<file path="src/sv/kcq_pkg.sv">
// ----------------------------------------------------------------------------
// kcq_pkg: shared types and constants of the k-means colour quantiser
// Command codes, payload structs, configuration and sequencer state.
// ----------------------------------------------------------------------------
package kcq_pkg;

  localparam int unsigned MAX_PIXELS_DEF   = 65536;
  localparam int unsigned MAX_CLUSTERS_DEF = 16;
  localparam int unsigned CHANNELS         = 3;
  localparam int unsigned CH_W             = 8;
  localparam int unsigned FIX_W            = 16;
  localparam int unsigned C_W              = (CHANNELS > 1) ? $clog2(CHANNELS) : 1;
  localparam int unsigned DIST_W           = 2 * FIX_W + 2;
  localparam int unsigned CFG_W            = 17;
  localparam int unsigned CFG_IDX_W        = 2;

  localparam logic [4:0]  CLUSTERS_RST = 5'd5;
  localparam logic [7:0]  MAX_ITER_RST = 8'd100;
  localparam logic [16:0] PIXELS_RST   = 17'd65536;

  typedef enum logic [2:0] {
    CMD_LOAD   = 3'd0,
    CMD_SEED   = 3'd1,
    CMD_RUN    = 3'd2,
    CMD_RD_PIX = 3'd3,
    CMD_RD_CEN = 3'd4
  } cmd_e;

  typedef enum logic [CFG_IDX_W-1:0] {
    CFG_CLUSTERS = 2'd0,
    CFG_MAX_ITER = 2'd1,
    CFG_PIXELS   = 2'd2
  } cfg_idx_e;

  typedef enum logic [4:0] {
    ST_IDLE,
    ST_SEED_RD,
    ST_SEED_WR,
    ST_RP_RD,
    ST_RP_WT,
    ST_CLR,
    ST_P_RD,
    ST_DIST,
    ST_DRAIN,
    ST_ACC_RD,
    ST_ACC_WR,
    ST_U_RD,
    ST_U_CHK,
    ST_U_DIV,
    ST_U_WAIT,
    ST_PASS,
    ST_EMIT
  } state_e;

  typedef struct packed {
    logic [2:0]  command;
    logic [15:0] index;
    logic [3:0]  center_select;
    logic [7:0]  blue;
    logic [7:0]  green;
    logic [7:0]  red;
  } in_item_t;

  typedef struct packed {
    logic [3:0] cluster;
    logic [7:0] out_blue;
    logic [7:0] out_green;
    logic [7:0] out_red;
    logic [8:0] passes_used;
    logic       converged;
  } out_item_t;

  typedef struct packed {
    logic [4:0]  cluster_count;
    logic [7:0]  max_iterations;
    logic [16:0] pixel_count;
  } cfg_t;

  typedef struct packed {
    logic     avail;
    in_item_t item;
  } fq_head_t;

endpackage

</file>
<file path="src/sv/kcq_front.sv">
// ----------------------------------------------------------------------------
// kcq_front: command intake
// Accepts input transfers, drops unknown commands and queues the rest in a
// two-entry queue for the back end.
// ----------------------------------------------------------------------------
module kcq_front (
  input  logic              clk_i,
  input  logic              rst_ni,
  input  logic              in_valid_i,
  output logic              in_stall_o,
  input  kcq_pkg::in_item_t in_item_i,
  input  logic              pop_i,
  output kcq_pkg::fq_head_t head_o
);
  import kcq_pkg::*;

  in_item_t   mem_q [2];
  logic       wr_q, rd_q;
  logic [1:0] cnt_q;
  logic       known, push, pop;

  // classify: only defined command codes enter the queue
  always_comb begin
    case (cmd_e'(in_item_i.command))
      CMD_LOAD, CMD_SEED, CMD_RUN, CMD_RD_PIX, CMD_RD_CEN: known = 1'b1;
      default: known = 1'b0;
    endcase
  end

  assign in_stall_o = (cnt_q == 2'd2);
  assign push       = in_valid_i && !in_stall_o && known;
  assign pop        = pop_i && (cnt_q != 2'd0);

  assign head_o.avail = (cnt_q != 2'd0);
  assign head_o.item  = mem_q[rd_q];

  // hold queue payload
  always_ff @(posedge clk_i) begin
    if (push) mem_q[wr_q] <= in_item_i;
  end

  // advance pointers and fill level
  always_ff @(posedge clk_i or negedge rst_ni) begin
    if (!rst_ni) begin
      wr_q  <= 1'b0;
      rd_q  <= 1'b0;
      cnt_q <= 2'd0;
    end else begin
      if (push) wr_q <= ~wr_q;
      if (pop)  rd_q <= ~rd_q;
      case ({push, pop})
        2'b10:   cnt_q <= cnt_q + 2'd1;
        2'b01:   cnt_q <= cnt_q - 2'd1;
        default: cnt_q <= cnt_q;
      endcase
    end
  end

endmodule

</file>
<file path="config.mk">
export PLATFORM = sky130hd
export DESIGN_NAME = kcq_front
export DESIGN_NICKNAME = d
export VERILOG_FILES = /design/src/sv/kcq_pkg.sv /design/src/sv/kcq_front.sv
export SDC_FILE = /design/constraint.sdc
export NUM_CORES = 1
export LEC_CHECK = 0
export BUFFER_PORTS_ARGS = -buffer_cell sky130_fd_sc_hd__buf_2
export CELL_PAD_IN_SITES_DETAIL_PLACEMENT = 0
export CELL_PAD_IN_SITES_GLOBAL_PLACEMENT = 1
export CORE_ASPECT_RATIO = 1.4
export CORE_MARGIN = 1
export CORE_UTILIZATION = 44
export DETAILED_ROUTE_END_ITERATION = 10
export GPL_ROUTABILITY_DRIVEN = 0
export GPL_TIMING_DRIVEN = 1
export PLACE_DENSITY = 0.8
export SYNTH_ARGS = -nofsm -noshare
export SYNTH_HDL_FRONTEND = slang
export SYNTH_SLANG_ARGS = --single-unit
</file>
<file path="constraint.sdc">
create_clock -name clk_i -period 4.2 [get_ports clk_i]
set_input_delay 0.42 -clock clk_i [delete_from_list [all_inputs] [get_ports clk_i]]
set_output_delay 0.42 -clock clk_i [all_outputs]
set_load 0.005 [all_outputs]
</file>
======== Word-level counts from Yosys, hierarchy flattened ========
Memories as Yosys holds them, arrays and structs flattened.
Index checks and enable logic that the tools add are counted.
operators by class
  add/sub/neg operators ................... 2
  eq/ne operators ......................... 7
  muxes and demuxes ....................... 4
  bitwise logic cells ..................... 2
  reductions and logical operators ........ 8
operators with widths
  cell                                                                number
  3-bit by 2-bit == test with 1-bit output, second input constant     2
  5-bit OR reduction                                                  1
  2-bit == test, second input constant                                2
  2-bit case mux with 2 select lines                                  1
  2-bit nonzero test                                                  2
  3-bit by 1-bit == test with 1-bit output, second input constant     1
  3-bit == test, second input constant                                1
  1-bit logical AND                                                   3
  3-bit zero test                                                     1
  1-bit two-way mux                                                   3
  2-bit by 1-bit adder with 2-bit output, second input constant       1
  2-bit by 1-bit == test with 1-bit output, second input constant     1
  1-bit inverter                                                      2
  2-bit by 1-bit subtractor with 2-bit output, second input constant  1
  1-bit zero test                                                     1
storage, ports and cells
  register bits after elaboration ......... 4
  RAM bits ................................ 94
  output and inout bits ................... 49
  memories kept ........................... 1
memories
  memory  words  bits a word  rd ports  clocked after memory_dff  wr ports  RTL line         source
  mem_q   2      47           1         0                         1         kcq_front.sv:17  in_item_t mem_q [2];

======== Longest topological paths before layout ========
Gate-level depths: netlist of the first run.
  word-level depth ........................ 6
  depth in mapped cells ................... 6

======== Least setup slack after synthesis of the first run ========
Ideal clock, no wire load.
  path kind ............................... input to register
  start point ............................. input in_item_i[45] (netlist name)
  end point ............................... memory mem_q[0][0] (netlist name) (enable)
  library setup time ...................... 0.452 ns
  data arrival time ....................... 2.813 ns
  required time ........................... 3.748 ns
  path slack .............................. 0.935 ns
  stages on the path ...................... 3
  path buffers ............................ 0
  path through ............................ o21ai_0 > nand3b_4 > nor2_1
on the way
  word-level cells in the longest chain between the ends .. 6
ends and longest elaborated chain
  element                                                           RTL line         source
  from (decl)                                                       kcq_front.sv:11  input kcq_pkg::in_item_t in_item_i,
  3-bit by 1-bit == test with 1-bit output (tied with other cells)  kcq_front.sv:24  case (cmd_e'(in_item_i.command))
  5-bit OR reduction *                                              kcq_front.sv:24
  1-bit two-way mux *                                               kcq_front.sv:24
  1-bit logical AND *                                               kcq_front.sv:31  assign push = in_valid_i && !in_stall_o && known;
  1-bit two-way mux *                                               kcq_front.sv:39  if (push) mem_q[wr_q] <= in_item_i;
  1-bit two-way mux (not written as such) *                         kcq_front.sv:39
  to (decl)                                                         kcq_front.sv:17
Every way passes the cells marked *; elsewhere a longest branch is shown, timed or not.

==> flow_summary.html, run 1 <==
<table>
<tr><th>Metric</th><th>Value</th></tr>
<tr><th colspan="2">Worst setup path</th></tr>
<tr><td>Worst path top cell family by delay</td><td>flip-flops</td></tr>
<tr><td>Crit-path max cell delay</td><td>830 ps</td></tr>
<tr><td>Type of destination of the critical path</td><td>output port</td></tr>
<tr><td>Crit path from</td><td>rd_q</td></tr>
<tr><td>Number of cells on the critical path</td><td>3</td></tr>
<tr><td>Critical path cell sequence</td><td>buf_4 &gt; mux2_2 &gt; buf_2</td></tr>
<tr><td>Worst Reg2Reg Path Length in Cells</td><td>4</td></tr>
<tr><td>Critical path arrival</td><td>2170 ps</td></tr>
<tr><td>Kind of critical path</td><td>reg -&gt; out</td></tr>
<tr><td>Worst Setup EP</td><td>head_o[10]</td></tr>
<tr><td>Max FO, Critical Path</td><td>25</td></tr>
<tr><td>Required time reported for the critical path endpoint</td><td>3780 ps</td></tr>
<tr><td>Critical R2R Launch</td><td>cnt_q[1]</td></tr>
<tr><td>Worst setup slack for register-to-register paths</td><td>2060 ps</td></tr>
<tr><td>Buf/Inv on CP</td><td>2</td></tr>
<tr><td>Cell with the biggest individual delay on the critical path</td><td>dfrtp_2</td></tr>
<tr><td>Critical path launch point type</td><td>register</td></tr>
<tr><td>R2r endpoint</td><td>mem_q[1][1]</td></tr>
<tr><th colspan="2">Detailed routing</th></tr>
<tr><td>TritonRoute pass-1 iters</td><td>4</td></tr>
<tr><td>Per-cell routed wire length</td><td>15.03 µm</td></tr>
<tr><td>Count of routing violations after the opening detailed-route iteration</td><td>79</td></tr>
<tr><td>Post-DR vias/cell</td><td>4.798</td></tr>
<tr><td>Total wire length</td><td>5727 µm</td></tr>
<tr><td>Via Count</td><td>1828</td></tr>
<tr><td>DR DRC count</td><td>0</td></tr>
<tr><td>Antenna violation net count after detailed routing</td><td>0</td></tr>
<tr><th colspan="2">Global route</th></tr>
<tr><td>Via count of the first global-routing pass</td><td>1720</td></tr>
<tr><td>Wire length of the first global-routing pass</td><td>8397 µm</td></tr>
<tr><td>Number of antenna violations at the first check in global routing</td><td>0</td></tr>
<tr><td>GR Overflow Total</td><td>0</td></tr>
<tr><td>Global-route usage over all layers</td><td>13.44%</td></tr>
<tr><td>Largest net degree at the start of global routing</td><td>28</td></tr>
<tr><th colspan="2">Floorplan</th></tr>
<tr><td>Die Span X</td><td>79.38 µm</td></tr>
<tr><td>Floorplan row count</td><td>39</td></tr>
<tr><td>Placeable core area</td><td>8149 µm²</td></tr>
<tr><td>Die footprint</td><td>8758 µm²</td></tr>
<tr><td>Height of the chip</td><td>110.3 µm</td></tr>
<tr><td>I/O pin total</td><td>100</td></tr>
<tr><td>Effective utilization at floorplan</td><td>45.26%</td></tr>
<tr><th colspan="2">CTS</th></tr>
<tr><td>TritonCTS clock tree</td><td>built</td></tr>
<tr><td>Clk slew on worst S/H paths</td><td>60 ps</td></tr>
<tr><td>Post-CTS Setup Repair Bufs</td><td>0</td></tr>
<tr><td>Inserted Clock Buffers</td><td>9</td></tr>
<tr><td>Root buf cell</td><td>clkbuf_16</td></tr>
<tr><td>Depth of the CTS H-tree</td><td>3</td></tr>
<tr><td>Longest Clk Path Bufs</td><td>2</td></tr>
<tr><td>Clock latency of the later-clocked register in the worst-skew pair</td><td>330 ps</td></tr>
<tr><td>Hold_buf cts</td><td>1</td></tr>
<tr><td>TritonCTS sink count</td><td>98</td></tr>
<tr><td>Count of cells resized by post-cts repair</td><td>0</td></tr>
<tr><th colspan="2">Timing</th></tr>
<tr><td>Hold Fails Final Rpt</td><td>0</td></tr>
<tr><td>Number of endpoints failing setup at the final stage</td><td>0</td></tr>
<tr><td>Shortest clock period the worst path allows after layout</td><td>2585 ps</td></tr>
<tr><td>Transition time of the tightest slew-check pin</td><td>765.1 ps</td></tr>
<tr><td>Final setup skew</td><td>9.779 ps</td></tr>
<tr><td>Maximum operating frequency</td><td>0.3868 GHz</td></tr>
<tr><td>Headroom to the max-slew limit</td><td>48.87%</td></tr>
<tr><td>Period utilisation layout</td><td>61.55%</td></tr>
<tr><td>Final slew viol count</td><td>0</td></tr>
<tr><td>Setup repair after global routing missed its margin</td><td>no</td></tr>
<tr><td>Total negative setup slack</td><td>0 ps</td></tr>
<tr><th colspan="2">Pwr</th></tr>
<tr><td>Power density over cell area</td><td>612.0 nW/µm²</td></tr>
<tr><td>Comb power frac</td><td>26.3%</td></tr>
<tr><td>Worst-case vdd ir drop</td><td>0.3432 mV</td></tr>
<tr><td>Internal Power</td><td>2083 µW</td></tr>
<tr><td>Clk network pwr share</td><td>25.2%</td></tr>
<tr><td>Switching power of the nets</td><td>716.2 µW</td></tr>
<tr><td>Leakage power figure</td><td>0.001768 µW</td></tr>
<tr><td>Net switching fraction of the power</td><td>25.59%</td></tr>
<tr><td>Share of total power in sequential cells</td><td>48.5%</td></tr>
<tr><th colspan="2">Yosys</th></tr>
<tr><td>Proportion of synthesized chip area in sequential cells</td><td>79.24%</td></tr>
<tr><td>Most frequent cell after synthesis</td><td>edfxtp_1</td></tr>
<tr><td>Biggest area contributors in the synthesized netlist</td><td>edfxtp_1 (77%), mux2_2 (8.2%), mux2_4 (8.1%)</td></tr>
<tr><td>Cell count after synthesis</td><td>165</td></tr>
<tr><td>Count of distinct cell types in the synthesized netlist</td><td>16</td></tr>
<tr><td>Proportion of netlist area held by the largest area contributor</td><td>76.53%</td></tr>
<tr><td>Synth Cell Area</td><td>3689 µm²</td></tr>
<tr><td>Top post-synthesis cells by count</td><td>edfxtp_1 (94), mux2_2 (27), mux2_4 (20), dfrtp_1 (4)</td></tr>
<tr><td>FF+latch count, synth</td><td>98</td></tr>
<tr><td>Commonest register cell after synthesis</td><td>edfxtp_1</td></tr>
<tr><td>Ys async rst share</td><td>4.082%</td></tr>
<tr><td>Number of enable-type register cells in the synthesized netlist</td><td>94</td></tr>
<tr><td>Leading area contributor after synthesis</td><td>edfxtp_1</td></tr>
<tr><td>Number of warnings issued by yosys</td><td>0</td></tr>
<tr><td>Synthesized netlist net count</td><td>217</td></tr>
<tr><td>Synthesized area per cell</td><td>22.35 µm²</td></tr>
<tr><th colspan="2">Outcome</th></tr>
<tr><td>Status</td><td>finished, final reports clean</td></tr>
<tr><th colspan="2">Placement</th></tr>
<tr><td>PortBufs</td><td>99</td></tr>
<tr><td>DPL Wire Length</td><td>3887 µm</td></tr>
<tr><td>Standard cell area after detailed placement</td><td>4307 µm²</td></tr>
<tr><th colspan="2">Cells and area</th></tr>
<tr><td>Diode insertion count for antenna repair</td><td>0</td></tr>
<tr><td>Nets@finish</td><td>326</td></tr>
<tr><td>Multi-input logic area</td><td>733.2 µm²</td></tr>
<tr><td>Area growth from synthesis to final layout</td><td>23.98%</td></tr>
<tr><td>Area used by sequential logic in the layout</td><td>2924 µm²</td></tr>
<tr><td>Final instance area</td><td>4573 µm²</td></tr>
<tr><td>Fraction of final layout cells sized beyond drive strength 1</td><td>58.78%</td></tr>
<tr><td># fillers</td><td>636</td></tr>
<tr><th colspan="2">Worst hold path</th></tr>
<tr><td>Hold crit path type</td><td>in -&gt; reg</td></tr>
<tr><th colspan="2">Job</th></tr>
<tr><td>Max Cap Viol</td><td>0</td></tr>
</table>
## sequential cells by signal (all words and copies together) (netlist names)
signal / flops
cnt_q: 2
rd_q: 1
mem_q: 94
wr_q: 1
## metrics by stage
| stage | utilization (%) | std cells | hold WS [ps] | total power [µW] | worst slack (ps) |
|---|---|---|---|---|---|
| after floorplan | - | 165 | 124.4 | 1858 | 934.9 |
| after global placement | 52.85 | 364 | 240.1 | 2119 | 1814 |
| after detailed placement | 52.85 | 364 | 238.1 | 2133 | 1768 |
| after CTS | 56.12 | 381 | 269.8 | 2839 | 1576 |
| after global routing | 56.12 | 381 | 269.9 | 2944 | 1519 |
| final | 56.12 | 381 | 277.7 | 2799 | 1615 |
## cell usage in the layout, fill, tap and decap left out, types with 2 or more instances in the layout
cell type / synthesis / layout
buf_2: 2 / 99
buf_4: 0 / 3
clkbuf_1: 0 / 4
clkbuf_16: 0 / 9
clkinv_1: 0 / 2
dfrtp_1: 4 / 3
edfxtp_1: 94 / 94
mux2_2: 27 / 27
mux2_4: 20 / 20
nor2_4: 0 / 2
xnor2_1: 3 / 3
xor2_1: 2 / 2
## worst min-delay path by stage
stage	start	end	slack, ps	cells after the start
2_1_floorplan	rst_ni	cnt_q[0]	120	0
3_3_place_gp	rst_ni	wr_q	240	1
3_5_place_dp	rst_ni	wr_q	240	1
4_1_cts	in_item_i[36]	mem_q[1][36]	270	1
5_1_grt	in_item_i[25]	mem_q[1][25]	270	1
6_report	in_item_i[13]	mem_q[0][13]	280	1
## metal layers
| layer | part of all wire (%) | global-route usage, % | wire length, µm | vias up |
|---|---|---|---|---|
| li1 | - | - | - | 864 |
| met1 | 39 | 15.37 | 2209 | 897 |
| met2 | 55 | 22.84 | 3140 | 59 |
| met3 | 4.6 | 3.292 | 263 | 8 |
| met4 | 2.0 | 7.922 | 113 | 0 |
| met5 | 0 | 0 | 0 | - |
## power groups by stage
stage | logic (µW) | registers (µW) | clock network [µW]
final | 735 | 1360 | 705
after global routing | 804 | 1380 | 762
after CTS | 754 | 1360 | 722
after detailed placement | 751 | 1380 | 0
after global placement | 746 | 1370 | 0
after floorplan | 539 | 1320 | 0
## layout make-up
type	count	area share, %
Timing Repair Buffer	103	11.55
Clock buffer	13	5.253
Clock inverter	3	0.3557
Sequential cell	98	63.94
Inverter	1	0.08208
Multi-Input combinational cell	61	16.03
Tap cell	102	2.791
## cells by family (layout without fill, tap and decap cells)
group / count (synthesis) / in the layout / share of synthesized area (%)
flops: 98 / 98 / 79.24
mux: 47 / 47 / 16.38
simple gates: 7 / 7 / 1.425
buf+inv: 6 / 120 / 1.289
xor+xnor: 5 / 5 / 1.187
fa+ha+maj: 1 / 1 / 0.3392
compound gates: 1 / 1 / 0.1356
No activity file was read; power rests on OpenSTA's default activity.
==> inputs of run 2 (changes only) <==
==> constraint.sdc (replaced) <==
create_clock -name clk_i -period 2.55 [get_ports clk_i]
set_input_delay 0.255 -clock clk_i [delete_from_list [all_inputs] [get_ports clk_i]]
set_output_delay 0.255 -clock clk_i [all_outputs]
set_load 0.005 [all_outputs]
==> flow_summary.html, run 2 (synthesized netlist as in run 1, its figures left out) <==
<table>
<tr><th>Metric</th><th>Value</th></tr>
<tr><th colspan="2">Outcome</th></tr>
<tr><td>Status</td><td>finished, final reports clean</td></tr>
<tr><th colspan="2">Timing</th></tr>
<tr><td>Maximum operating frequency</td><td>0.4673 GHz</td></tr>
<tr><td>Hold Fails Final Rpt</td><td>0</td></tr>
<tr><td>Number of endpoints failing setup at the final stage</td><td>0</td></tr>
<tr><td>Setup repair after global routing missed its margin</td><td>no</td></tr>
<tr><td>Final slew viol count</td><td>0</td></tr>
<tr><td>Headroom to the max-slew limit</td><td>59.80%</td></tr>
<tr><td>Transition time of the tightest slew-check pin</td><td>603.0 ps</td></tr>
<tr><td>Crit path setup slack, layout</td><td>409.9 ps</td></tr>
<tr><td>Period utilisation layout</td><td>83.93%</td></tr>
<tr><td>Shortest clock period the worst path allows after layout</td><td>2140 ps</td></tr>
<tr><td>Final setup skew</td><td>3.685 ps</td></tr>
<tr><th colspan="2">Detailed routing</th></tr>
<tr><td>DR DRC count</td><td>0</td></tr>
<tr><td>Per-cell routed wire length</td><td>14.87 µm</td></tr>
<tr><td>Via Count</td><td>1809</td></tr>
<tr><td>Total wire length</td><td>5682 µm</td></tr>
<tr><td>Count of routing violations after the opening detailed-route iteration</td><td>88</td></tr>
<tr><td>Antenna violation net count after detailed routing</td><td>0</td></tr>
<tr><td>Post-DR vias/cell</td><td>4.736</td></tr>
<tr><td>TritonRoute pass-1 iters</td><td>4</td></tr>
<tr><th colspan="2">Pwr</th></tr>
<tr><td>Total chip power</td><td>4610 µW</td></tr>
<tr><td>Clk network pwr share</td><td>24.8%</td></tr>
<tr><td>Net switching fraction of the power</td><td>25.19%</td></tr>
<tr><td>Leakage power figure</td><td>0.001783 µW</td></tr>
<tr><td>Switching power of the nets</td><td>1162 µW</td></tr>
<tr><td>Internal Power</td><td>3449 µW</td></tr>
<tr><td>Share of total power in sequential cells</td><td>48.2%</td></tr>
<tr><td>Worst-case vdd ir drop</td><td>0.5053 mV</td></tr>
<tr><td>Comb power frac</td><td>27.0%</td></tr>
<tr><td>Power density over cell area</td><td>1003 nW/µm²</td></tr>
<tr><th colspan="2">CTS</th></tr>
<tr><td>Clk slew on worst S/H paths</td><td>60 ps</td></tr>
<tr><td>Clock latency of the later-clocked register in the worst-skew pair</td><td>330 ps</td></tr>
<tr><td>Longest Clk Path Bufs</td><td>2</td></tr>
<tr><td>TritonCTS sink count</td><td>98</td></tr>
<tr><td>Depth of the CTS H-tree</td><td>3</td></tr>
<tr><td>TritonCTS clock tree</td><td>built</td></tr>
<tr><td>Root buf cell</td><td>clkbuf_16</td></tr>
<tr><td>Count of cells resized by post-cts repair</td><td>0</td></tr>
<tr><td>Post-CTS Setup Repair Bufs</td><td>0</td></tr>
<tr><td>Inserted Clock Buffers</td><td>9</td></tr>
<tr><th colspan="2">Global route</th></tr>
<tr><td>Global-route usage over all layers</td><td>13.60%</td></tr>
<tr><td>Largest net degree at the start of global routing</td><td>27</td></tr>
<tr><td>GR Overflow Total</td><td>0</td></tr>
<tr><td>Via count of the first global-routing pass</td><td>1761</td></tr>
<tr><td>Wire length of the first global-routing pass</td><td>8362 µm</td></tr>
<tr><td>Number of antenna violations at the first check in global routing</td><td>1</td></tr>
<tr><th colspan="2">Worst setup path</th></tr>
<tr><td>Required time reported for the critical path endpoint</td><td>2300 ps</td></tr>
<tr><td>Kind of critical path</td><td>reg -&gt; out</td></tr>
<tr><td>Critical path arrival</td><td>1890 ps</td></tr>
<tr><td>Worst setup slack for register-to-register paths</td><td>1000 ps</td></tr>
<tr><td>Critical path launch point type</td><td>register</td></tr>
<tr><td>Type of destination of the critical path</td><td>output port</td></tr>
<tr><td>Max FO, Critical Path</td><td>25</td></tr>
<tr><th colspan="2">Floorplan</th></tr>
<tr><td>I/O pin total</td><td>100</td></tr>
<tr><td>Floorplan row count</td><td>39</td></tr>
<tr><td>Die Span X</td><td>79.38 µm</td></tr>
<tr><td>Effective utilization at floorplan</td><td>45.26%</td></tr>
<tr><td>Die footprint</td><td>8758 µm²</td></tr>
<tr><td>Height of the chip</td><td>110.3 µm</td></tr>
<tr><td>Placeable core area</td><td>8149 µm²</td></tr>
<tr><th colspan="2">Cells and area</th></tr>
<tr><td>Area growth from synthesis to final layout</td><td>24.66%</td></tr>
<tr><td>Nets@finish</td><td>328</td></tr>
<tr><td>Largest reg by FF count</td><td>mem_q</td></tr>
<tr><td>Regs by FF count</td><td>mem_q x94, cnt_q x2</td></tr>
<tr><td>Filler-free cell count of the finished design</td><td>382</td></tr>
<tr><td>Fraction of final layout cells sized beyond drive strength 1</td><td>60.00%</td></tr>
<tr><td>Most frequent cells in the layout</td><td>buf_2 (99), edfxtp_1 (94), mux2_2 (27)</td></tr>
<tr><td>Commonest non-fill, non-tap cell in the layout</td><td>buf_2</td></tr>
<tr><td>Diode insertion count for antenna repair</td><td>0</td></tr>
<tr><td>Flip-flop count of the largest register, all copies and words added</td><td>94</td></tr>
<tr><th colspan="2">Placement</th></tr>
<tr><td>Number of placed instances, taps included</td><td>366</td></tr>
<tr><td>PortBufs</td><td>99</td></tr>
<tr><td>Setup slack after placement</td><td>747.5 ps</td></tr>
<tr><td>DPL Wire Length</td><td>4007 µm</td></tr>
<tr><th colspan="2">Job</th></tr>
<tr><td>Max Cap Viol</td><td>0</td></tr>
<tr><th colspan="2">Worst hold path</th></tr>
<tr><td>Hold crit path type</td><td>in -&gt; reg</td></tr>
</table>
[run 2: cell count changes in the layout (fill, tap and decap cells not counted)]
cell | before | now
buf_4 | 3 | 4
buf_12 | 0 | 1
clkinv_2 | 0 | 2
clkbuf_1 | 4 | 3
clkinv_1 | 2 | 0
clkinv_4 | 1 | 0
clkinvlp_4 | 0 | 1
[run 2: worst paths after layout]
| check | depth (start not counted) | endpoint | start |
|---|---|---|---|
| setup / recovery | 3 | head_o[0] | rd_q |
| hold / removal | 1 | mem_q[1][41] | in_item_i[41] |
| max in group asynchronous | 2 | rd_q | rst_ni |
| setup reg to reg | 4 | mem_q[0][9] | cnt_q[1] |
| hold reg to reg | 1 | cnt_q[1] | cnt_q[1] |
| min in group asynchronous | 2 | cnt_q[0] | rst_ni |
[run 2: critical path, cell delays in order, from the launching register on]
cell and delay (ps):
dfrtp_2 750, buf_12 280, mux2_2 370, buf_2 130
[run 2: area by class of cell]
class                   instances  area, µm²
clock buffers                  12      236.5
clock inverters                 3      17.52
fillers                       641       3551
inverters                       1      3.754
multi-input cells              61      733.2
flip-flops and latches         98       2924
well taps                     102      127.6
repair buffers                105      555.5
[run 2: per-layer routing]
layer | vias to the layer above | routed length (µm) | global-route usage, %
met5 | - | 10 | 0
met4 | 2 | 158 | 9.740
met3 | 13 | 266 | 2.963
met2 | 59 | 3059 | 23.58
met1 | 869 | 2187 | 14.64
li1 | 866 | - | -
[run 2: power groups by stage]
stage               clock (µW)  sequential [µW]  combinational, µW
CTS                       1180             2230               1280
global placement             0             2250               1250
floorplan                    0             2170                889
global route              1240             2250               1370
detailed placement           0             2260               1270
finish                    1140             2220               1240
[run 2: repair_timing]
item,in CTS,in global routing
hold buffers,1,0
setup endpoints to repair,0,0
endpoints found under the hold margin,4,0
[run 2: per-stage QoR]
step / utilization (%) / cell area [µm²] / hold slack, ps / TNS (ps)
5_1_grt: 56.43 / 4598 / 102.2 / 0
2_1_floorplan: - / 3689 / -40.59 / -55730
6_report: 56.43 / 4598 / 112.0 / 0
3_5_place_dp: 53.19 / 4334 / 81.29 / 0
3_3_place_gp: 53.19 / 4334 / 78.45 / 0
4_1_cts: 56.43 / 4598 / 95.96 / 0
